File: config.mk
export PLATFORM = sky130hd
export DESIGN_NAME = bidirectional_index_matching_table_unit
export DESIGN_NICKNAME = d
export VERILOG_FILES = /design/src/hw/rtl/bimt_pkg.sv /design/src/hw/rtl/bimt_ram.sv /design/src/hw/rtl/bidirectional_index_matching_table_unit.sv
export VERILOG_INCLUDE_DIRS = /design/src /design/src/hw/rtl
export SDC_FILE = /design/constraint.sdc
export NUM_CORES = 1
export LEC_CHECK = 0
export BUFFER_PORTS_ARGS = -buffer_cell sky130_fd_sc_hd__buf_4
export CORE_MARGIN = 2
export CORE_UTILIZATION = 50
export CTS_CLUSTER_DIAMETER = 60
export DETAILED_ROUTE_END_ITERATION = 16
export PLACE_DENSITY = 0.71
export SLEW_MARGIN = 20
export SYNTH_ARGS = -nofsm -noshare
export SYNTH_HDL_FRONTEND = slang
export SYNTH_HIERARCHICAL = 1
export SYNTH_SLANG_ARGS = --single-unit
File: constraint.sdc
create_clock -name clk -period 7.9 [get_ports clk]
set_input_delay 0.395 -clock clk [delete_from_list [all_inputs] [get_ports clk]]
set_output_delay 0.395 -clock clk [all_outputs]
set_load 0.01 [all_outputs]
File: src/hw/rtl/bidirectional_index_matching_table_unit_macros.svh
// Assertion macros shared by the matching table RTL.
`ifndef BIDIRECTIONAL_INDEX_MATCHING_TABLE_UNIT_MACROS_SVH
`define BIDIRECTIONAL_INDEX_MATCHING_TABLE_UNIT_MACROS_SVH

// Same-cycle implication, sampled on clk and disabled while rst_n is low.
`define BIMT_ASSERT_NOW(lbl, cond, prop, msg) \
    lbl: assert property (@(posedge clk) disable iff (!rst_n) (cond) |-> (prop)) \
        else $error(msg);

// Next-cycle implication, sampled on clk and disabled while rst_n is low.
`define BIMT_ASSERT_NEXT(lbl, cond, prop, msg) \
    lbl: assert property (@(posedge clk) disable iff (!rst_n) (cond) |=> (prop)) \
        else $error(msg);

`endif

File: src/hw/rtl/bimt_pkg.sv
// Types and constants of the bidirectional index matching table.
package bimt_pkg;

    // Width of one index as it travels on the request and result channels.
    localparam int IDX_W = 6;

    // Width of the size registers and their value after reset.
    localparam int SIZE_W = 7;
    localparam logic [SIZE_W-1:0] SIZE_RESET = 7'd64;

    // Configuration register indexes.
    localparam int CFG_IDX_W = 1;
    localparam logic [CFG_IDX_W-1:0] REG_LEFT_SIZE  = 1'b0;
    localparam logic [CFG_IDX_W-1:0] REG_RIGHT_SIZE = 1'b1;

    // Packed widths of the stream payloads.
    localparam int IN_DATA_W  = 16;
    localparam int OUT_DATA_W = 8;

    // Operation codes; the fourth code is a no-operation.
    typedef enum logic [1:0] {
        OP_SET   = 2'd0,
        OP_UNSET = 2'd1,
        OP_GET   = 2'd2
    } op_t;

    // Key direction.
    localparam logic DIR_LEFT  = 1'b0;
    localparam logic DIR_RIGHT = 1'b1;

endpackage

File: src/hw/rtl/bimt_ram.sv
// Generic single-write, single-read RAM with a registered, read-first read port.
module bimt_ram #(
    parameter int WIDTH = 6,
    parameter int DEPTH = 64
) (
    input  logic                     clk,
    input  logic                     we,
    input  logic [$clog2(DEPTH)-1:0] waddr,
    input  logic [WIDTH-1:0]         wdata,
    input  logic                     re,
    input  logic [$clog2(DEPTH)-1:0] raddr,
    output logic [WIDTH-1:0]         rdata
);

    logic [WIDTH-1:0] mem [DEPTH];

    // A read at the address being written returns the old contents.
    always_ff @(posedge clk)
    begin
        if (we)
        begin
            mem[waddr] <= wdata;
        end
        if (re)
        begin
            rdata <= mem[raddr];
        end
    end

endmodule

File: src/hw/rtl/bidirectional_index_matching_table_unit.sv
// Top level of the bidirectional index matching table.
//
//   Channel  Direction  Payload
//   s_axis   in         request: opcode, direction, key, partner
//   m_axis   out        result: found, mapped_index, range_error
//   cfg      in         size register writes (left_size, right_size)
//
// A request enters the working stage at the edge where it is accepted, and its result is
// loaded into the result register when the working stage moves on. One request per cycle
// is taken while the result side keeps up. Table reads start as the request is accepted
// and updates are written as it leaves the working stage; a one-entry bypass covers a read
// of the address being written. Reset clears all valid bits at once, with no clearing pass.
// A stalled result holds a full working stage, s_axis_tready low and the tables unchanged.
module bidirectional_index_matching_table_unit
    import bimt_pkg::*;
#(
    parameter int LEFT_DEPTH  = 64,
    parameter int RIGHT_DEPTH = 64
) (
    input  logic                  clk,
    input  logic                  rst_n,

    input  logic                  s_axis_tvalid,
    output logic                  s_axis_tready,
    // Bits from 0: opcode[1:0], direction[2], key[8:3], partner[14:9], zero[15].
    input  logic [IN_DATA_W-1:0]  s_axis_tdata,

    output logic                  m_axis_tvalid,
    input  logic                  m_axis_tready,
    // Bits from 0: found[0], mapped_index[6:1], range_error[7].
    output logic [OUT_DATA_W-1:0] m_axis_tdata,

    input  logic                  cfg_wr_en,
    input  logic [CFG_IDX_W-1:0]  cfg_index,
    input  logic [SIZE_W-1:0]     cfg_wdata
);

    `include "bidirectional_index_matching_table_unit_macros.svh"

    // Address widths of the two tables, and widths wide enough to hold either a
    // table address or a request index, used to convert one into the other.
    localparam int LAW = $clog2(LEFT_DEPTH);
    localparam int RAW = $clog2(RIGHT_DEPTH);
    localparam int LXW = (LAW > IDX_W) ? LAW : IDX_W;
    localparam int RXW = (RAW > IDX_W) ? RAW : IDX_W;

    // Configuration registers.
    logic [SIZE_W-1:0] left_size_reg;
    logic [SIZE_W-1:0] right_size_reg;

    // Working stage: the request whose table reads are in flight.
    logic             s1_valid_reg;
    op_t              s1_op_reg;
    logic             s1_dir_reg;
    logic [IDX_W-1:0] s1_key_reg;
    logic [IDX_W-1:0] s1_partner_reg;

    // Result register.
    logic             out_valid_reg;
    logic             out_found_reg;
    logic [IDX_W-1:0] out_mapped_reg;
    logic             out_err_reg;

    // Valid bits of both tables; the partner indexes live in the RAMs.
    logic [LEFT_DEPTH-1:0]  lvalid_reg;
    logic [LEFT_DEPTH-1:0]  lvalid_next;
    logic [RIGHT_DEPTH-1:0] rvalid_reg;
    logic [RIGHT_DEPTH-1:0] rvalid_next;

    // Bypass for a table write that hit the address read in the same cycle.
    logic             l_byp_hit_reg;
    logic [IDX_W-1:0] l_byp_data_reg;
    logic             r_byp_hit_reg;
    logic [IDX_W-1:0] r_byp_data_reg;

    // Handshake.
    logic in_fire;
    logic s1_go;

    // Request fields and table read addresses at the input.
    op_t              in_op;
    logic [IDX_W-1:0] in_key;
    logic [IDX_W-1:0] in_partner;
    logic [LXW-1:0]   in_key_lx;
    logic [RXW-1:0]   in_rsel_rx;
    logic [LAW-1:0]   l_raddr_in;
    logic [RAW-1:0]   r_raddr_in;

    // RAM ports.
    logic [IDX_W-1:0] l_rdata;
    logic [IDX_W-1:0] r_rdata;
    logic             l_we;
    logic [LAW-1:0]   l_waddr;
    logic [IDX_W-1:0] l_wdata;
    logic             r_we;
    logic [RAW-1:0]   r_waddr;
    logic [IDX_W-1:0] r_wdata;

    // Working stage decode.
    logic [IDX_W-1:0] l_rd;
    logic [IDX_W-1:0] r_rd;
    logic [LXW-1:0]   key_lx;
    logic [RXW-1:0]   key_rx;
    logic [RXW-1:0]   partner_rx;
    logic [RXW-1:0]   l_rd_rx;
    logic [LXW-1:0]   r_rd_lx;
    logic [LAW-1:0]   k_l;
    logic [RAW-1:0]   k_r;
    logic [RAW-1:0]   p_r;
    logic [RAW-1:0]   l_rd_r;
    logic [LAW-1:0]   r_rd_l;
    logic [RAW-1:0]   s1_rsel;
    logic             lv_key;
    logic             rv_sel;
    logic             key_in_left;
    logic             key_in_right;
    logic             partner_in_right;
    logic             key_bad;

    // Table updates and result of the working stage.
    logic             l_clr_en;
    logic [LAW-1:0]   l_clr_addr;
    logic             r_clr_en;
    logic [RAW-1:0]   r_clr_addr;
    logic             res_found;
    logic [IDX_W-1:0] res_mapped;
    logic             res_err;

    // ------------------------------------------------------------------
    // Handshake: a new request enters whenever the working stage is empty or
    // moves on into the result register in the same cycle.
    // ------------------------------------------------------------------
    assign s1_go         = s1_valid_reg && (!out_valid_reg || m_axis_tready);
    assign s_axis_tready = !s1_valid_reg || s1_go;
    assign in_fire       = s_axis_tvalid && s_axis_tready;

    assign m_axis_tvalid = out_valid_reg;
    assign m_axis_tdata  = {out_err_reg, out_mapped_reg, out_found_reg};

    // ------------------------------------------------------------------
    // Read addresses at the input. The right table is read at the partner for
    // a set and at the key otherwise; the left table always at the key.
    // ------------------------------------------------------------------
    assign in_op      = op_t'(s_axis_tdata[1:0]);
    assign in_key     = s_axis_tdata[8:3];
    assign in_partner = s_axis_tdata[14:9];
    assign in_key_lx  = LXW'(in_key);
    assign in_rsel_rx = RXW'((in_op == OP_SET) ? in_partner : in_key);
    assign l_raddr_in = in_key_lx[LAW-1:0];
    assign r_raddr_in = in_rsel_rx[RAW-1:0];

    // Left table: partner (right index) of each left index.
    bimt_ram #(
        .WIDTH (IDX_W),
        .DEPTH (LEFT_DEPTH)
    ) u_left_ram (
        .clk   (clk),
        .we    (l_we),
        .waddr (l_waddr),
        .wdata (l_wdata),
        .re    (in_fire),
        .raddr (l_raddr_in),
        .rdata (l_rdata)
    );

    // Right table: partner (left index) of each right index.
    bimt_ram #(
        .WIDTH (IDX_W),
        .DEPTH (RIGHT_DEPTH)
    ) u_right_ram (
        .clk   (clk),
        .we    (r_we),
        .waddr (r_waddr),
        .wdata (r_wdata),
        .re    (in_fire),
        .raddr (r_raddr_in),
        .rdata (r_rdata)
    );

    // ------------------------------------------------------------------
    // Working stage decode. A valid bit always comes with a correct index in
    // its RAM entry; the index of an entry that is not valid is never used.
    // ------------------------------------------------------------------
    assign l_rd = l_byp_hit_reg ? l_byp_data_reg : l_rdata;
    assign r_rd = r_byp_hit_reg ? r_byp_data_reg : r_rdata;

    assign key_lx     = LXW'(s1_key_reg);
    assign key_rx     = RXW'(s1_key_reg);
    assign partner_rx = RXW'(s1_partner_reg);
    assign l_rd_rx    = RXW'(l_rd);
    assign r_rd_lx    = LXW'(r_rd);
    assign k_l        = key_lx[LAW-1:0];
    assign k_r        = key_rx[RAW-1:0];
    assign p_r        = partner_rx[RAW-1:0];
    assign l_rd_r     = l_rd_rx[RAW-1:0];
    assign r_rd_l     = r_rd_lx[LAW-1:0];
    assign s1_rsel    = (s1_op_reg == OP_SET) ? p_r : k_r;

    assign lv_key = lvalid_reg[k_l];
    assign rv_sel = rvalid_reg[s1_rsel];

    // An index is in range when it is below both its size register and the
    // table depth.
    assign key_in_left      = ({1'b0, s1_key_reg} < left_size_reg)
                              && (int'(s1_key_reg) < LEFT_DEPTH);
    assign key_in_right     = ({1'b0, s1_key_reg} < right_size_reg)
                              && (int'(s1_key_reg) < RIGHT_DEPTH);
    assign partner_in_right = ({1'b0, s1_partner_reg} < right_size_reg)
                              && (int'(s1_partner_reg) < RIGHT_DEPTH);
    assign key_bad          = (s1_dir_reg == DIR_LEFT) ? !key_in_left : !key_in_right;

    always_comb
    begin
        l_we       = 1'b0;
        l_waddr    = k_l;
        l_wdata    = s1_partner_reg;
        r_we       = 1'b0;
        r_waddr    = p_r;
        r_wdata    = s1_key_reg;
        l_clr_en   = 1'b0;
        l_clr_addr = r_rd_l;
        r_clr_en   = 1'b0;
        r_clr_addr = l_rd_r;
        res_found  = 1'b0;
        res_mapped = '0;
        res_err    = 1'b0;
        case (s1_op_reg)
            OP_SET:
            begin
                res_err = !key_in_left || !partner_in_right;
                // Pairing an existing pair again changes nothing. Otherwise
                // the old partners of both indexes lose their entries and
                // the new pair is written into both tables.
                if (!res_err && !(lv_key && (l_rd == s1_partner_reg)))
                begin
                    r_clr_en   = lv_key;
                    r_clr_addr = l_rd_r;
                    l_clr_en   = rv_sel;
                    l_clr_addr = r_rd_l;
                    l_we       = 1'b1;
                    r_we       = 1'b1;
                end
            end
            OP_UNSET:
            begin
                res_err = key_bad;
                if (!res_err)
                begin
                    if (s1_dir_reg == DIR_LEFT)
                    begin
                        l_clr_en   = lv_key;
                        l_clr_addr = k_l;
                        r_clr_en   = lv_key;
                        r_clr_addr = l_rd_r;
                    end
                    else
                    begin
                        r_clr_en   = rv_sel;
                        r_clr_addr = k_r;
                        l_clr_en   = rv_sel;
                        l_clr_addr = r_rd_l;
                    end
                end
            end
            OP_GET:
            begin
                res_err = key_bad;
                if (!res_err)
                begin
                    if (s1_dir_reg == DIR_LEFT)
                    begin
                        res_found  = lv_key;
                        res_mapped = lv_key ? l_rd : '0;
                    end
                    else
                    begin
                        res_found  = rv_sel;
                        res_mapped = rv_sel ? r_rd : '0;
                    end
                end
            end
            default:
            begin
                // The unused code does nothing and reports all zeros.
                res_err = 1'b0;
            end
        endcase
        // Tables only change when the request moves on.
        l_we     = l_we && s1_go;
        r_we     = r_we && s1_go;
        l_clr_en = l_clr_en && s1_go;
        r_clr_en = r_clr_en && s1_go;
    end

    // Valid bits: a clear and a set per table; the set wins.
    always_comb
    begin
        for (int i = 0; i < LEFT_DEPTH; i++)
        begin
            lvalid_next[i] = lvalid_reg[i];
            if (l_clr_en && (l_clr_addr == LAW'(i)))
            begin
                lvalid_next[i] = 1'b0;
            end
            if (l_we && (l_waddr == LAW'(i)))
            begin
                lvalid_next[i] = 1'b1;
            end
        end
        for (int j = 0; j < RIGHT_DEPTH; j++)
        begin
            rvalid_next[j] = rvalid_reg[j];
            if (r_clr_en && (r_clr_addr == RAW'(j)))
            begin
                rvalid_next[j] = 1'b0;
            end
            if (r_we && (r_waddr == RAW'(j)))
            begin
                rvalid_next[j] = 1'b1;
            end
        end
    end

    // ------------------------------------------------------------------
    // Control registers.
    // ------------------------------------------------------------------
    always_ff @(posedge clk or negedge rst_n)
    begin
        if (!rst_n)
        begin
            left_size_reg  <= SIZE_RESET;
            right_size_reg <= SIZE_RESET;
            s1_valid_reg   <= 1'b0;
            out_valid_reg  <= 1'b0;
            lvalid_reg     <= '0;
            rvalid_reg     <= '0;
            l_byp_hit_reg  <= 1'b0;
            r_byp_hit_reg  <= 1'b0;
        end
        else
        begin
            if (cfg_wr_en)
            begin
                case (cfg_index)
                    REG_LEFT_SIZE:  left_size_reg  <= cfg_wdata;
                    REG_RIGHT_SIZE: right_size_reg <= cfg_wdata;
                    default:        left_size_reg  <= left_size_reg;
                endcase
            end
            if (in_fire)
            begin
                s1_valid_reg  <= 1'b1;
                // The RAM read issued now returns the old entry if the
                // working stage writes that same address in this cycle.
                l_byp_hit_reg <= l_we && (l_waddr == l_raddr_in);
                r_byp_hit_reg <= r_we && (r_waddr == r_raddr_in);
            end
            else if (s1_go)
            begin
                s1_valid_reg <= 1'b0;
            end
            if (s1_go)
            begin
                out_valid_reg <= 1'b1;
            end
            else if (m_axis_tready)
            begin
                out_valid_reg <= 1'b0;
            end
            lvalid_reg <= lvalid_next;
            rvalid_reg <= rvalid_next;
        end
    end

    // Payload registers.
    always_ff @(posedge clk)
    begin
        if (in_fire)
        begin
            s1_op_reg      <= in_op;
            s1_dir_reg     <= s_axis_tdata[2];
            s1_key_reg     <= in_key;
            s1_partner_reg <= in_partner;
            l_byp_data_reg <= l_wdata;
            r_byp_data_reg <= r_wdata;
        end
        if (s1_go)
        begin
            out_found_reg  <= res_found;
            out_mapped_reg <= res_mapped;
            out_err_reg    <= res_err;
        end
    end

    // ------------------------------------------------------------------
    // Assertions.
    // ------------------------------------------------------------------

    // The matching is one to one, so both tables hold as many pairs.
    `BIMT_ASSERT_NOW(a_pair_count, 1'b1, $countones(lvalid_reg) == $countones(rvalid_reg), "left and right tables disagree on the number of pairs")

    // Requests are refused only while a finished result waits to be taken.
    `BIMT_ASSERT_NOW(a_ready_stall, !s_axis_tready, out_valid_reg && !m_axis_tready && s1_valid_reg, "request refused without a stalled result")

    // A set in range leaves both indexes of the pair marked as mapped.
    `BIMT_ASSERT_NEXT(a_set_marks, s1_go && (s1_op_reg == OP_SET) && !res_err, lvalid_reg[$past(k_l)] && rvalid_reg[$past(p_r)], "set did not mark both entries of the pair")

endmodule

# After elaboration in Yosys (flattened, before gate mapping)
# Memories as Yosys holds them, arrays and structs flattened. A register that Yosys moved wholly into a read port is not among the register bits.
# Cells that the tools add are included.
[word_totals] reg_bits=181 latch_bits=0 mem_bits_rw=768 romBits=0 elab_cells=1113 n_memories=2
[classes] addsub=0 n_mul=0 n_div=0 n_lt_le_gt_ge=5 eq_ne=257 shifts=0 mux=289 bitwise=2 n_reduce_logical=415
[mem_list] memory="u_left_ram.mem" words=64 width=6 rd=1 rd_clocked_by_memory_dff=1 write_ports=1 line_no="bimt_ram.sv:15" source="logic [WIDTH-1:0] mem [DEPTH];"
[mem_list] memory="u_right_ram.mem" words=64 width=6 rd=1 rd_clocked_by_memory_dff=1 write_ports=1 line_no="bimt_ram.sv:15"
[ops] operator="$eq A6 B6 Y1 const B" n=128
[ops] operator="$eq A6 B5 Y1 const B" n=64
[ops] operator="$mux W1" n=271
[ops] operator="$logic_and A1 B1 Y1" n=265
[ops] operator="$reduce_bool A2 Y1" n=130
[ops] operator="$eq A6 B4 Y1 const B" n=32
[ops] operator="$eq A6 B3 Y1 const B" n=16
[ops] operator="$mux W6" n=13
[ops] operator="$eq A6 B2 Y1 const B" n=8
[ops] operator="$eq A6 B1 Y1 const B" n=4
[ops] operator="$logic_not A6 Y1" n=4
[ops] operator="$lt A6 B7 Y1" n=3
[ops] operator="$eq A6 B6 Y1" n=3
[ops] operator="$lt A6 B7 Y1 const B" n=2
[ops] operator="$bmux W1 S6" n=2
[ops] operator="$logic_not A1 Y1" n=7
[ops] operator="$pmux W1 S2" n=3
[ops] operator="$logic_not A2 Y1" n=2
[ops] operator="$reduce_and A2 Y1" n=2
[ops] operator="$reduce_or A2 Y1" n=2
[ops] operator="$logic_or A1 B1 Y1" n=3
[ops] operator="$eq A2 B1 Y1 const B" n=1
[ops] operator="$eq A2 B2 Y1 const B" n=1
[ops] operator="$not A1 Y1" n=2

# Logic depth before layout (Yosys ltp)
# Gate-level depths: netlist (run 1).
[logic_depth] ltp_word=11 ltp_mapped=15 ltp_nobuf=12

# Hierarchy
# Netlist (run 1), hierarchy kept.
[modules_own_cells] module="bimt_ram (u_left_ram)" n_inst=1 cells_per_inst=763 area_each_um2=15399.8 seq_area_each_um2=11711.2
[modules_own_cells] module="bimt_ram (u_right_ram)" n_inst=1 cells_per_inst=720 area_each_um2=15285.9 seq_area_each_um2=11711.2
[modules_own_cells] module="bidirectional_index_matching_table_unit" n_inst=1 cells_per_inst=1086 area_each_um2=11402.2 seq_area_each_um2=4707.0

# Worst setup path after synthesis (run 1)
# No wires, ideal clock.
[synth_path] kind="reg2reg" from="register s1_key_reg[0], in the netlist k_l[0]" to="memory u_left_ram.mem[41][0] (enable)" setup_time_ns=0.377 arrival_ns=4.354 slack_ns=3.169 stages_incl_launch_ff=13 n_path_buf=4 cell_sequence="edfxtp_1 > buf_6 > buf_12 > mux4_2 > a211oi_1 > nor4_2 > o21bai_2 > nand2_2 > clkbuf_1 > nor2_1 > clkbuf_1 > nand4b_1 > nor3_1"
[synth_via] elab_chain_cells=10 elab_cells_between_ends=14 cone_classes="order compare: 1; mux: 6; reduce/logical: 7"
[synth_lines] item="start, declared" line_no="bidirectional_index_matching_table_unit.sv:55" source="logic [IDX_W-1:0] s1_key_reg;"
[synth_lines] item="start signal, assigned" line_no="bidirectional_index_matching_table_unit.sv:382" source="s1_key_reg <= in_key;"
[synth_lines] item="$bmux W1 S6 / $lt A6 B7 Y1 (equally long branches)" line_no="bidirectional_index_matching_table_unit.sv:199, bidirectional_index_matching_table_unit.sv:204"
[synth_lines] item="$mux W1 (not written as such) / $logic_not A1 Y1 (equally long branches)" line_no="bidirectional_index_matching_table_unit.sv:199, bidirectional_index_matching_table_unit.sv:230"
[synth_lines] item="$logic_and A1 B1 Y1 / $logic_or A1 B1 Y1 (equally long branches)" line_no="bidirectional_index_matching_table_unit.sv:234, bidirectional_index_matching_table_unit.sv:230"
[synth_lines] item="$logic_not A1 Y1" line_no="bidirectional_index_matching_table_unit.sv:234" source="if (!res_err && !(lv_key && (l_rd == s1_partner_reg)))"
[synth_lines] item="$logic_and A1 B1 Y1 *" line_no="bidirectional_index_matching_table_unit.sv:234"
[synth_lines] item="$mux W1 *" line_no="bidirectional_index_matching_table_unit.sv:234"
[synth_lines] item="$mux W1 *" line_no="bidirectional_index_matching_table_unit.sv:227" source="case (s1_op_reg)"
[synth_lines] item="$logic_and A1 B1 Y1 *" line_no="bidirectional_index_matching_table_unit.sv:289" source="l_we = l_we && s1_go;"
[synth_lines] item="named net l_we" line_no="bidirectional_index_matching_table_unit.sv:92" source="logic l_we;"
[synth_lines] item="$mux W1 *" line_no="bimt_ram.sv:20" source="if (we)"
[synth_lines] item="$mux W1 (not written as such) *" line_no="bimt_ram.sv:22" source="mem[waddr] <= wdata;"
[synth_lines] item="end, declared" line_no="bimt_ram.sv:15"
# The timed path passes the listed nets; every way through them passes the cells marked *. The select of a mux whose other input is x is not followed.

# Final worst setup path (run 1)
[layout_path] from="register s1_key_reg[1], in the netlist k_l[1]" to="memory u_right_ram.mem[62][5] (enable)"
[layout_via] elab_chain_cells=10 elab_cells_between_ends=14 cone_classes="order compare: 1; mux: 6; reduce/logical: 7"
[layout_lines] item="$bmux W1 S6 / $lt A6 B7 Y1 (equally long branches)" line_no="bidirectional_index_matching_table_unit.sv:199, bidirectional_index_matching_table_unit.sv:204"
[layout_lines] item="$mux W1 (not written as such) / $logic_not A1 Y1 (equally long branches)" line_no="bidirectional_index_matching_table_unit.sv:199, bidirectional_index_matching_table_unit.sv:230"
[layout_lines] item="$logic_and A1 B1 Y1 / $logic_or A1 B1 Y1 (equally long branches)" line_no="bidirectional_index_matching_table_unit.sv:234, bidirectional_index_matching_table_unit.sv:230"
[layout_lines] item="$logic_not A1 Y1" line_no="bidirectional_index_matching_table_unit.sv:234"
[layout_lines] item="$logic_and A1 B1 Y1 *" line_no="bidirectional_index_matching_table_unit.sv:234"
[layout_lines] item="$mux W1 * (2 in series)"
[layout_lines] item="$logic_and A1 B1 Y1 *"
[layout_lines] item="named net l_we" line_no="bidirectional_index_matching_table_unit.sv:92"
[layout_lines] item="$mux W1 *" line_no="bimt_ram.sv:20"
[layout_lines] item="$mux W1 (not written as such) *" line_no="bimt_ram.sv:22"
[layout_lines] item="end, declared" line_no="bimt_ram.sv:15"
# Marked as above.

==> results.txt, run 1 <==
* Root buffer cell: clkbuf_16
- Global routing used between 20% and 30% of the available tracks.
- The analysis attributes to cell leakage a power of ~15 nW.
- Setup slack on the critical path of the routed design comes to about 2.9 ns.
* Pin count of the biggest net entering global routing: 90
- Placement-stage worst setup slack: roughly 3 ns
- TritonCTS built the clock tree.
* Number of vias per cell: around 6.5
* Total of flip-flops plus latches after synthesis: about 960
- Along the worst path, the maximum fanout reaches 32.
- Power share of the clock group: slightly above 40%
- Post-synthesis instance total: roughly 2600
* Num Clock Sinks: about 960
* Synthesized cell area: 42100 um^2
- Routed len/inst: ~27 um
- F_max: slightly below 0.2 GHz
* Worst slew slack as a fraction of its limit: 23.9%
* Number of clock buffers inserted by TritonCTS: 100
- After floorplanning, the core was sized to cover 83600 um^2.
- The total count of hold-check failures in the final report is 0.
- Wire length of the first global-routing pass: approximately 160 mm
- Transition time of the tightest slew-check pin: ~1.1 ns
- RSZ-0062 raised after global routing: no
* Sw Ratio: about a quarter
* Deepest level of the CTS H-tree: 3
- Total length of routed wires: between 100 and 150 mm
* Most frequent cells in the layout: edfxtp_1 (815), nor2_1 (252), mux4_2 (170), dfrtp_1 (144), mux2i_1 (116)
- Of the cells placed in the final design, the portion with a size suffix greater than 1 is 17.4%.
* Count of cell types in the netlist: 83
- Clock-pin slew was measured on the worst setup and hold paths at ~0.060 ns.
- After synthesis, the share of flip-flops with an asynchronous set or reset is between 10% and 20%.
* Via count: ~24000
- Fin Clk Skew: 0.0512 ns
- Die extent in x: about 300 um
- Count of antenna-violating nets left after detailed routing: 0
- The share of synthesized area in the top cell type comes to 58.1%.
- Seq pwr share: approximately half
* Post-synthesis average cell area: ~16 um^2
- Count of flip-flops with a built-in enable after synthesis: ~820
* Maximum clock insertion buffer count: 3
- The number of global-route vias before repair was ~24000.
- Across all hold checks on the routed design, the worst slack comes to around 0.14 ns.
* Cell taking the most area after synthesis: edfxtp_1
- The die is 294 um tall.
- Max capacitance violation total: 0
- In this run, the combinational gates consume 8.1% of the power.
- Clk Latency, worst-skew pair: roughly 0.68 ns
- The most used flip-flop cell after synthesis is edfxtp_1.
* Mapped Nets: around 2600
* PwrDens: approximately 240 nW/um^2
- Total negative slack: 0 ns
- The number of antenna violations at the first check in global routing came to 0.
- Critical Path AT: approximately 5.3 ns
- Starting density of the core: about half
- IR analysis of the VDD net gives a maximum drop of about 160 uV.
* Total setup violations reported at the end of the flow: 0
* Internal Dissipation: 0.00838 W
- Synth top area cells: edfxtp_1 (58%), mux4_2 (9.1%), dfrtp_1 (8.6%)
* Die Footprint: just under 90000 um^2
* Critical Path RT: about 8.2 ns
- For this run, design rule violations remaining after detail routing come to 0.
- STA classifies the critical path startpoint as a register.
* HPWL reported at the end of detailed placement: approximately 64 mm
- Synthesis-to-finish area growth: 10.4%
- At the end of routability-driven placement, the weighted congestion stood at 0.964.
- The number of antenna diodes in the final layout is 0.
- After the first detailed-routing iteration, the DRC count stood at between 2000 and 3000.
* Nature of the critical path endpoint: register
- Number of iterations in the first detailed-routing pass: 5
* Path type of the worst min-delay path: input pin to register
- In this run the count of I/O pins placed on the die edge is 39.
* Number of warnings reported in the yosys synthesis log: 6
- Slew Limit Fails: 0
* Total congestion overflow after global routing: 0
* Outcome: complete, no violations
* Switching power: ~0.0026 W
* Worst setup path class: register to register
* Final cycle utilization of the critical path: between 60% and 70%
* Total of fill cells in the finished design: approximately 6400
- The net count of the finished layout is 2673.
* Post-CTS setup repair buffer count: 0
- After floorplanning, the core was divided into ~110 placement rows.
- During placement, the flow inserted port buffers numbering 37.
* Proportion of synthesized chip area in sequential cells: about two thirds
* Most common library cell in the layout ignoring fill and taps: edfxtp_1
* Largest registers: u_left_ram/mem (384), u_right_ram/mem (384)
- Fin crit period: ~5.0 ns
-- path summary, 6_finish.rpt --
check	start	end	slack (ns)	cells past startpoint
max reg2reg	k_l[1]	u_right_ram/mem[62][5]	2.86	13
max in group asynchronous	rst_n	rvalid_reg[34]	6.30	3
min reg2reg	s1_valid_reg	m_axis_tvalid	0.50	1
min in group asynchronous	rst_n	rvalid_reg[27]	0.34	2
max	k_l[1]	u_right_ram/mem[62][5]	2.86	13
min	s_axis_tdata[4]	k_l[1]	0.14	1
-- cells by family (layout without fill, tap and decap cells) --
| group | after synthesis | in the layout | share of synthesized area, % |
|---|---|---|---|
| DFF | 961 | 961 | 66.8 |
| and+or+nand+nor | 646 | 646 | 7.61 |
| AOI/OAI and AO/OA | 399 | 399 | 7.55 |
| muxes | 354 | 354 | 14.6 |
| buffers and inverters | 171 | 304 | 2.45 |
| adders and majority gates | 20 | 20 | 0.595 |
| xor gates and xnor gates | 18 | 18 | 0.375 |
-- synth_stat cells, drive strengths merged (46+ instances only) --
master    n
edfxtp  815
mux4    194
buf      89
a221o    82
nor3     47
a211o    46
nand3    62
nor2    253
clkbuf   52
and2     68
dfrtp   144
mux2i   119
nand2    92
-- power groups by stage --
stage / sequential [W] / combinational (W) / clock [W]
finish: 0.00559 / 0.000887 / 0.00448
global route: 0.00559 / 0.000944 / 0.00474
CTS: 0.00559 / 0.000880 / 0.00454
detailed placement: 0.00570 / 0.000869 / 0
global placement: 0.00569 / 0.000851 / 0
floorplan: 0.00572 / 0.000569 / 0
-- per-layer routing --
metal  global-route usage [%]  up-vias  part of all wire, %
li1                         -    10400                    -
met1                     34.0    12600                   41
met2                     37.6     1214                   47
met3                     3.88      230                  8.3
met4                     8.67        0                  3.4
met5                        0        -                    0
-- per-stage QoR --
step | util (%) | power, W | cells | area (um^2)
5_1_grt | 55.6 | 0.0113 | 3782 | 46500
4_1_cts | 55.6 | 0.0110 | 3782 | 46500
2_1_floorplan | - | 0.00629 | 2569 | 42100
3_3_place_gp | 51.6 | 0.00655 | 3583 | 43100
6_report | 55.6 | 0.0110 | 3782 | 46500
3_5_place_dp | 51.6 | 0.00657 | 3583 | 43100
-- critical path, stage by stage, from the launching register on --
cell and delay [ns]:
edfxtp_1 0.67, buf_4 0.50, ha_1 0.32, nand2_1 0.05
o21ai_0 0.17, a21oi_1 0.44, and3_1 0.29, nand2_2 0.05
buf_4 0.27, nor2_1 0.19, buf_4 0.19, nor2b_1 0.28
nand3_1 0.50, nor2_1 0.69
-- repair_timing --
item | in CTS | in global routing
gates resized for setup | 0 | 0
hold buffers | 19 | 0
hold endpoints to repair | 111 | 0
-- final cells by class --
class / instances / area, um^2 / share of cell area, %
multi-input cells: 1437 / 13000 / 27.9
repair buffers: 94 / 761 / 1.64
clock inverters: 62 / 513 / 1.10
flip-flops and latches: 961 / 28100 / 60.5
inverters: 30 / 113 / 0.242
well taps: 1080 / 1350 / 2.91
clock buffers: 118 / 2630 / 5.67
Power figures use the tool's default switching activity.
==> inputs of run 2 (changes only) <==
==> constraint.sdc (replaced) <==
create_clock -name clk -period 5.1 [get_ports clk]
set_input_delay 0.255 -clock clk [delete_from_list [all_inputs] [get_ports clk]]
set_output_delay 0.255 -clock clk [all_outputs]
set_load 0.01 [all_outputs]
==> results.txt, run 2 (synthesis results as in run 1) <==
- Dividing the detail-routed wire length by the instance count gives 27.0 um.
- R2r worst-path depth: 12
- Worst setup path startpoint: k_l[0]
* Seq pwr share: about half
- Drc violations: 0
- Clock tree from TritonCTS: done
* Power share of the clock group: a little over two fifths
* Worst setup path class: register to register
* Most frequent cells in the layout: edfxtp_1 (815), nor2_1 (252), mux4_2 (170), dfrtp_1 (144), mux2i_1 (116)
- The worst register-to-register path has a setup slack of approximately 0.46 ns.
- Nature of the critical path endpoint: register
- Synthesis-to-finish area growth: 11.4%
- The routed design has 103 mm of wire.
* Number of iterations in the first detailed-routing pass: 6
* Maximum clock insertion buffer count: 3
* Number of vias per cell: 6.48
- # IOs: 39
* Pwr Total: around 0.017 W
- Count of buffers from port buffering: 37
- F_max: between 0.2 and 0.25 GHz
* Register clock-pin slew on the reported worst setup and hold paths: around 0.060 ns
* Combined global-route utilization of all metal layers: between 20% and 30%
- For this block, the initial DRC count from the detailed router was 3419.
- Peak supply drop: 273 uV
* Count of antenna-violating nets left after detailed routing: 0
- Combinational logic is responsible for about 8% of the overall power.
- CTS-repair resized insts: 0
- PwrDens: between 300 and 400 nW/um^2
* Sw Ratio: between 20% and 30%
- After filler insertion, the fill cell instance count of the layout stands at 6232.
- In the final timing run, aggregate negative setup slack is 0 ns.
- STA classifies the critical path startpoint as a register.
* Cell row count: ~110
- Vertical die dimension: between 200 and 300 um
- At the pin with the least slew margin, the transition time is around 1.1 ns.
* Post-CTS setup repair buffer count: 0
- After layout, the minimum clock period comes to around 4.6 ns.
* Internal Dissipation: around 0.013 W
- Following the worst setup path forward leads to its endpoint at u_right_ram/mem[62][1].
- In the final layout, the registers with the most flip-flops are u_left_ram/mem (384), u_right_ram/mem (384).
- Routability-driven placement finished with a final weighted congestion of roughly 0.93.
- Entering global routing, the biggest net connects 104 pins.
- Share of layout cells above drive strength 1: between 10% and 20%
- Final cycle utilization of the critical path: between 90% and 100%
* Total count of hold-check failures in the final report: 0
* Via count: ~25000
- Worst slew slack as a fraction of its limit: between 20% and 30%
- Number of global-route vias before repair: 24300
- Root buffer cell: clkbuf_16
* Sequential cell area: between 20000 and 30000 um^2
- Critical Path RT: about 5.4 ns
- The die covers 86500 um^2.
- Core footprint: 83600 um^2
- Capturing point of the worst reg2reg path: u_right_ram/mem[62][1]
* Highest net fanout along the worst path: 12
- Summed over all nets, the switching power comes to 0.00402 W.
- Clock latency on the worst-skew pair, taken at its later pin, is roughly 0.7 ns.
- Deepest level of the CTS H-tree: 3
- Starting density of the core: approximately half
* Num Clock Sinks: just under 1000
- Detailed placement finished with a half-perimeter wire length of between 60 and 70 mm.
* Max capacitance violation total: 0
- Wire length of the first global-routing pass: approximately 150 mm
- Setup violations remaining at the end of the flow were counted as 0.
- Path type of the worst min-delay path: input pin to register
- Total congestion overflow after global routing: 0
- Most common library cell in the layout ignoring fill and taps: edfxtp_1
* Number of clock buffers inserted by TritonCTS: between 90 and 100
- Pleak: approximately 15 nW
- Setup repair after global routing left no endpoint under its margin.
- Fin Clk Skew: 0.0775 ns
* Area of the multi-input gates: ~13000 um^2
- Final-stage net count: between 2000 and 3000
* Slew Limit Fails: 0
- The die is between 200 and 300 um wide.
- Start of the worst register-to-register path: k_l[0]
* Outcome: complete, no violations
* Number of antenna violations at the first check in global routing: 0
* Critical Path AT: just under 5 ns
run 2: metal layers:
metal  GRT usage [%]  share of wire, %  vias to the layer above
li1                -                 -                    10400
met1            33.2                40                    12600
met2            37.1                47                     1346
met3            4.73               9.3                      244
met4            8.79               3.5                        0
met5               0                 0                        -
run 2: metrics by stage:
step | area [um^2] | utilization, % | setup slack, ns | instances | hold WS [ns]
2_1_floorplan | 42100 | - | 0.369 | 2569 | -0.0406
3_3_place_gp | 43300 | 51.9 | 0.678 | 3608 | 0.438
3_5_place_dp | 43300 | 51.9 | 0.554 | 3608 | 0.439
4_1_cts | 46900 | 56.1 | 0.529 | 3805 | 0.000599
5_1_grt | 46900 | 56.1 | 0.270 | 3805 | 0.00435
6_report | 46900 | 56.1 | 0.462 | 3806 | 0.0409
run 2: what timing repair did:
| item | in CTS | in global routing |
|---|---|---|
| endpoints found under the setup margin | 0 | 0 |
| hold buffers | 21 | 0 |
| hold endpoints to repair | 128 | 0 |
run 2: worst min-delay path by stage:
stage                         start             end  slack, ns  cells after the start
floorplan                     rst_n   l_byp_hit_reg      -0.04                      0
global placement              rst_n  rvalid_reg[56]       0.44                      1
detailed placement  s_axis_tdata[2]      s1_dir_reg       0.44                      1
CTS                 s_axis_tdata[8]          k_l[5]     0.0006                      1
global route        s_axis_tdata[8]          k_l[5]      0.004                      1
finish              s_axis_tdata[8]          k_l[5]       0.04                      1
run 2: critical path: stages (launching register included):
cell and delay (ns):
edfxtp_1 0.81, buf_4 0.34, mux4_1 0.57, nand2_1 0.08, a32o_1 0.17, nor4_2 0.06, o21bai_2 0.18, nand2_2 0.11
nor2_1 0.13, buf_4 0.23, nor2b_1 0.33, nand3_1 0.57, nor2_1 0.65
run 2: layout make-up:
| cell class | count | area share [%] |
|---|---|---|
| tap | 1080 | 2.88 |
| clock buffer | 110 | 5.35 |
| timing repair buffer | 121 | 2.12 |
| clock inverter | 66 | 1.82 |
| sequential | 961 | 60.0 |
| multi-input combinational | 1437 | 27.6 |
| inverter | 30 | 0.240 |
| antenna | 1 | 0.00534 |
run 2: power by group through the flow:
stage	Clock [W]	Sequential (W)	Combinational (W)
3_5_place_dp	0	0.00882	0.00136
3_3_place_gp	0	0.00881	0.00133
4_1_cts	0.00751	0.00865	0.00138
5_1_grt	0.00783	0.00865	0.00148
6_report	0.00739	0.00865	0.00140
2_1_floorplan	0	0.00886	0.000881
==> inputs of run 3 (changes only) <==
--- a/config.mk
+++ b/config.mk
@@ -6,13 +6,13 @@
 export SDC_FILE = /design/constraint.sdc
 export NUM_CORES = 1
 export LEC_CHECK = 0
+export ABC_AREA = 1
 export BUFFER_PORTS_ARGS = -buffer_cell sky130_fd_sc_hd__buf_4
 export CORE_MARGIN = 2
 export CORE_UTILIZATION = 50
 export CTS_CLUSTER_DIAMETER = 60
 export DETAILED_ROUTE_END_ITERATION = 16
 export PLACE_DENSITY = 0.71
-export SLEW_MARGIN = 20
 export SYNTH_ARGS = -nofsm -noshare
 export SYNTH_HDL_FRONTEND = slang
 export SYNTH_HIERARCHICAL = 1
==> results.txt, run 3 <==
- Die extent in x: just under 300 um
* Fin Clk Skew: between 0.03 and 0.04 ns
* Count of flip-flops with a built-in enable after synthesis: just over 800
- IR analysis of the VDD net gives a maximum drop of about 310 uV.
- Clock tree synthesis inserted a total of between 100 and 150 buffers.
* Number of antenna violations at the first check in global routing: 1
- Root buffer cell: clkbuf_16
* Cells after DPL: around 5400
- Vertical die dimension: between 200 and 300 um
- The first global-routing pass estimated approximately 170 mm of wire.
* Core footprint: about 85000 um^2
- Critical Path AT: about 4.6 ns
- Synth top area cells: edfxtp_1 (57%), nand2_1 (14%), nand3_1 (11%)
* Total congestion overflow after global routing: 0
- Pin count of the biggest net entering global routing: slightly below 200
- Number of cells in the finished layout apart from fillers: 5584
- Pleak: 18.4 nW
- The clock network burns a little over two fifths of the power.
- Combinational logic burns under 10% of the power.
- The worst setup path is of the register to register kind.
- The filler cells instantiated in the layout total between 7000 and 8000.
* Slew Limit Fails: 0
- Clk Latency, worst-skew pair: slightly below 0.7 ns
- The number of setup buffers added after CTS is 0.
- Hold Worst Slack: roughly 0.027 ns
- The routed layout has between 30000 and 40000 vias.
- Routed len/inst: a little under 20 um
- Seq pwr share: 48.5%
* Count of cell types in the netlist: 38
- Across the run, the number of max-cap violations was 0.
* Count of buffers from port buffering: 37
- Starting density of the core: 50.5%
- Clock tree from TritonCTS: done
* Total count of hold-check failures in the final report: 0
- Summing all placed instances gives a cell area of 44000 um^2.
* Post-synthesis average cell area: about 9.8 um^2
* Switching power: ~0.0045 W
- Register clock-pin slew on the reported worst setup and hold paths: 0.06 ns
- Cell row count: about 110
* Fraction of the core area covered by cells at the end of the flow: around 56%
- Dividing the detail-routed via count by the number of cells gives roughly 5.7.
* Sw Ratio: between 20 and 25%
- RSZ-0062 raised after global routing: no
* Die Footprint: 88400 um^2
* R2r worst-path depth: 10
* Fin crit period: between 4 and 5 ns
* Share of layout cells above drive strength 1: around 6.2%
* DR iter-0 viols: roughly 3700
- Synthesis handed over a netlist of 4373 instances.
* Cell taking the most area after synthesis: edfxtp_1
- For this run, the top clock speed supported by timing is roughly 0.23 GHz.
* Cell area after layout: between 40000 and 50000 um^2
- The worst setup path is captured at a register.
- Counting flops and latches in the post-synthesis netlist gives between 900 and 1000.
* Highest net fanout along the worst path: 21
- Num Clock Sinks: 961
- PwrDens: roughly 380 nW/um^2
- The number of global-route vias before repair is 30200.
- Post-synth top flop: edfxtp_1
- The top cell types in the final layout, fill and taps aside, are nand2_1 (1603), nand3_1 (940), edfxtp_1 (815), nor2_1 (327), dfrtp_1 (144).
* Top-area cell type share of the netlist area: between 50 and 60%
* Most common library cell in the layout ignoring fill and taps: nand2_1
* Deepest level of the CTS H-tree: 3
* Proportion of synthesized chip area in sequential cells: roughly two thirds
- During synthesis, Yosys emitted a total of 6 warnings.
* Internal Dissipation: around 0.014 W
* Count leader, synth: nand2_1
- CTS-repair resized insts: 0
- After synthesis, the share of flip-flops with an asynchronous set or reset is 15.2%.
- Critical Path RT: around 5.4 ns
* Nature of the critical path startpoint: register
- Once detail routing completed, the nets flagged for antenna violations numbered 0.
- Total length of routed wires: 110 mm
- The area growth from synthesis to layout is 10.7%.
- Top cells by instance count after synthesis: nand2_1 (1603), nand3_1 (940), edfxtp_1 (815), nor2_1 (328), dfrtp_1 (144)
* Worst slew slack as a fraction of its limit: approximately 25%
- Mapped Nets: about 4400
- Combined global-route utilization of all metal layers: around a quarter
- The largest registers in the layout are u_left_ram/mem (384), u_right_ram/mem (384).
- Hold bufs inserted after CTS: 20
* # IOs: 39
- Once detailed placement completed, the half-perimeter wirelength came to 62.9 mm.
* Final-stage net count: around 4400
- Number of iterations in the first detailed-routing pass: 6
* Cell depth of the worst min-delay path: 3
* Final cycle utilization of the critical path: about 84%
- For the final routed database, the setup TNS stands at 0 ns.
- Synthesized cell area: roughly 43000 um^2
- The repair_antennas step left the layout with diodes totalling 0.
* Drc violations: 0
- Total setup violations reported at the end of the flow: 0
- Path type of the worst min-delay path: input pin to register
* Routability congestion estimate from global placement: 0.914
- Outcome: complete, no violations
* Maximum clock insertion buffer count: 3
* Transition time of the tightest slew-check pin: between 1 and 1.5 ns
run 3: cell count changes after synthesis, moves of 65 or more:
cell / change
mux4_2: -170
nor2_1: +76
and2_1: -65
a221o_1: -82
inv_1: +97
nand2_1: +1512
nand3_1: +878
mux2i_1: -110
run 3: stage by stage:
step / setup slack, ns / power [W]
2_1_floorplan: 0.621 / 0.0101
3_3_place_gp: 1.13 / 0.0106
3_5_place_dp: 1.03 / 0.0107
4_1_cts: 0.941 / 0.0182
5_1_grt: 0.669 / 0.0187
6_report: 0.814 / 0.0181
run 3: worst paths after layout:
check                      slack [ns]      startpoint              endpoint
max in group asynchronous        3.58           rst_n         rvalid_reg[7]
hold / removal                   0.03   s_axis_tvalid          s1_valid_reg
setup / recovery                 0.81          k_l[2]  u_left_ram/mem[6][3]
hold reg to reg                  0.47  rvalid_reg[49]        rvalid_reg[49]
min in group asynchronous        0.24           rst_n      left_size_reg[4]
setup reg to reg                 0.81          k_l[2]  u_left_ram/mem[6][3]
run 3: area by class of cell:
cell class | instances | area, um^2 | area share (%)
flip-flops and latches | 961 | 28100 | 59.1
multi-input cells | 3035 | 13100 | 27.6
clock buffers | 130 | 2700 | 5.66
well taps | 1144 | 1430 | 3.01
repair buffers | 122 | 998 | 2.10
clock inverters | 56 | 722 | 1.52
inverters | 136 | 515 | 1.08
run 3: layer usage:
metal / vias to the layer above / wire length, um / GRT usage (%)
li1: 14800 / - / -
met1: 15200 / 45100 / 34.1
met2: 1484 / 51100 / 39.0
met3: 260 / 9750 / 4.24
met4: 2 / 3610 / 8.75
met5: - / 13 / 0
run 3: critical path, stage by stage, from the launching register on:
cell	delay, ns
edfxtp_1	0.58
ha_1	0.38
a21oi_1	0.17
a21oi_1	0.08
nor2_1	0.24
o2111ai_1	0.25
nor2_1	0.33
nand3_4	0.34
inv_2	0.47
nand2_1	0.45
nor2_1	0.60
run 3: power by group through the flow:
stage	clock, W	combinational, W	sequential, W
3_5_place_dp	0	0.00173	0.00894
2_1_floorplan	0	0.00109	0.00899
3_3_place_gp	0	0.00170	0.00893
6_report	0.00754	0.00178	0.00878
5_1_grt	0.00794	0.00195	0.00879
4_1_cts	0.00763	0.00175	0.00878
run 3: cells by family after synthesis:
family	share of synthesized area, %
mux	0.166
buf+inv	4.16
fa+ha+maj	0.582
compound gates	0.919
xor+xnor	0.163
flops	65.4
simple gates	28.6
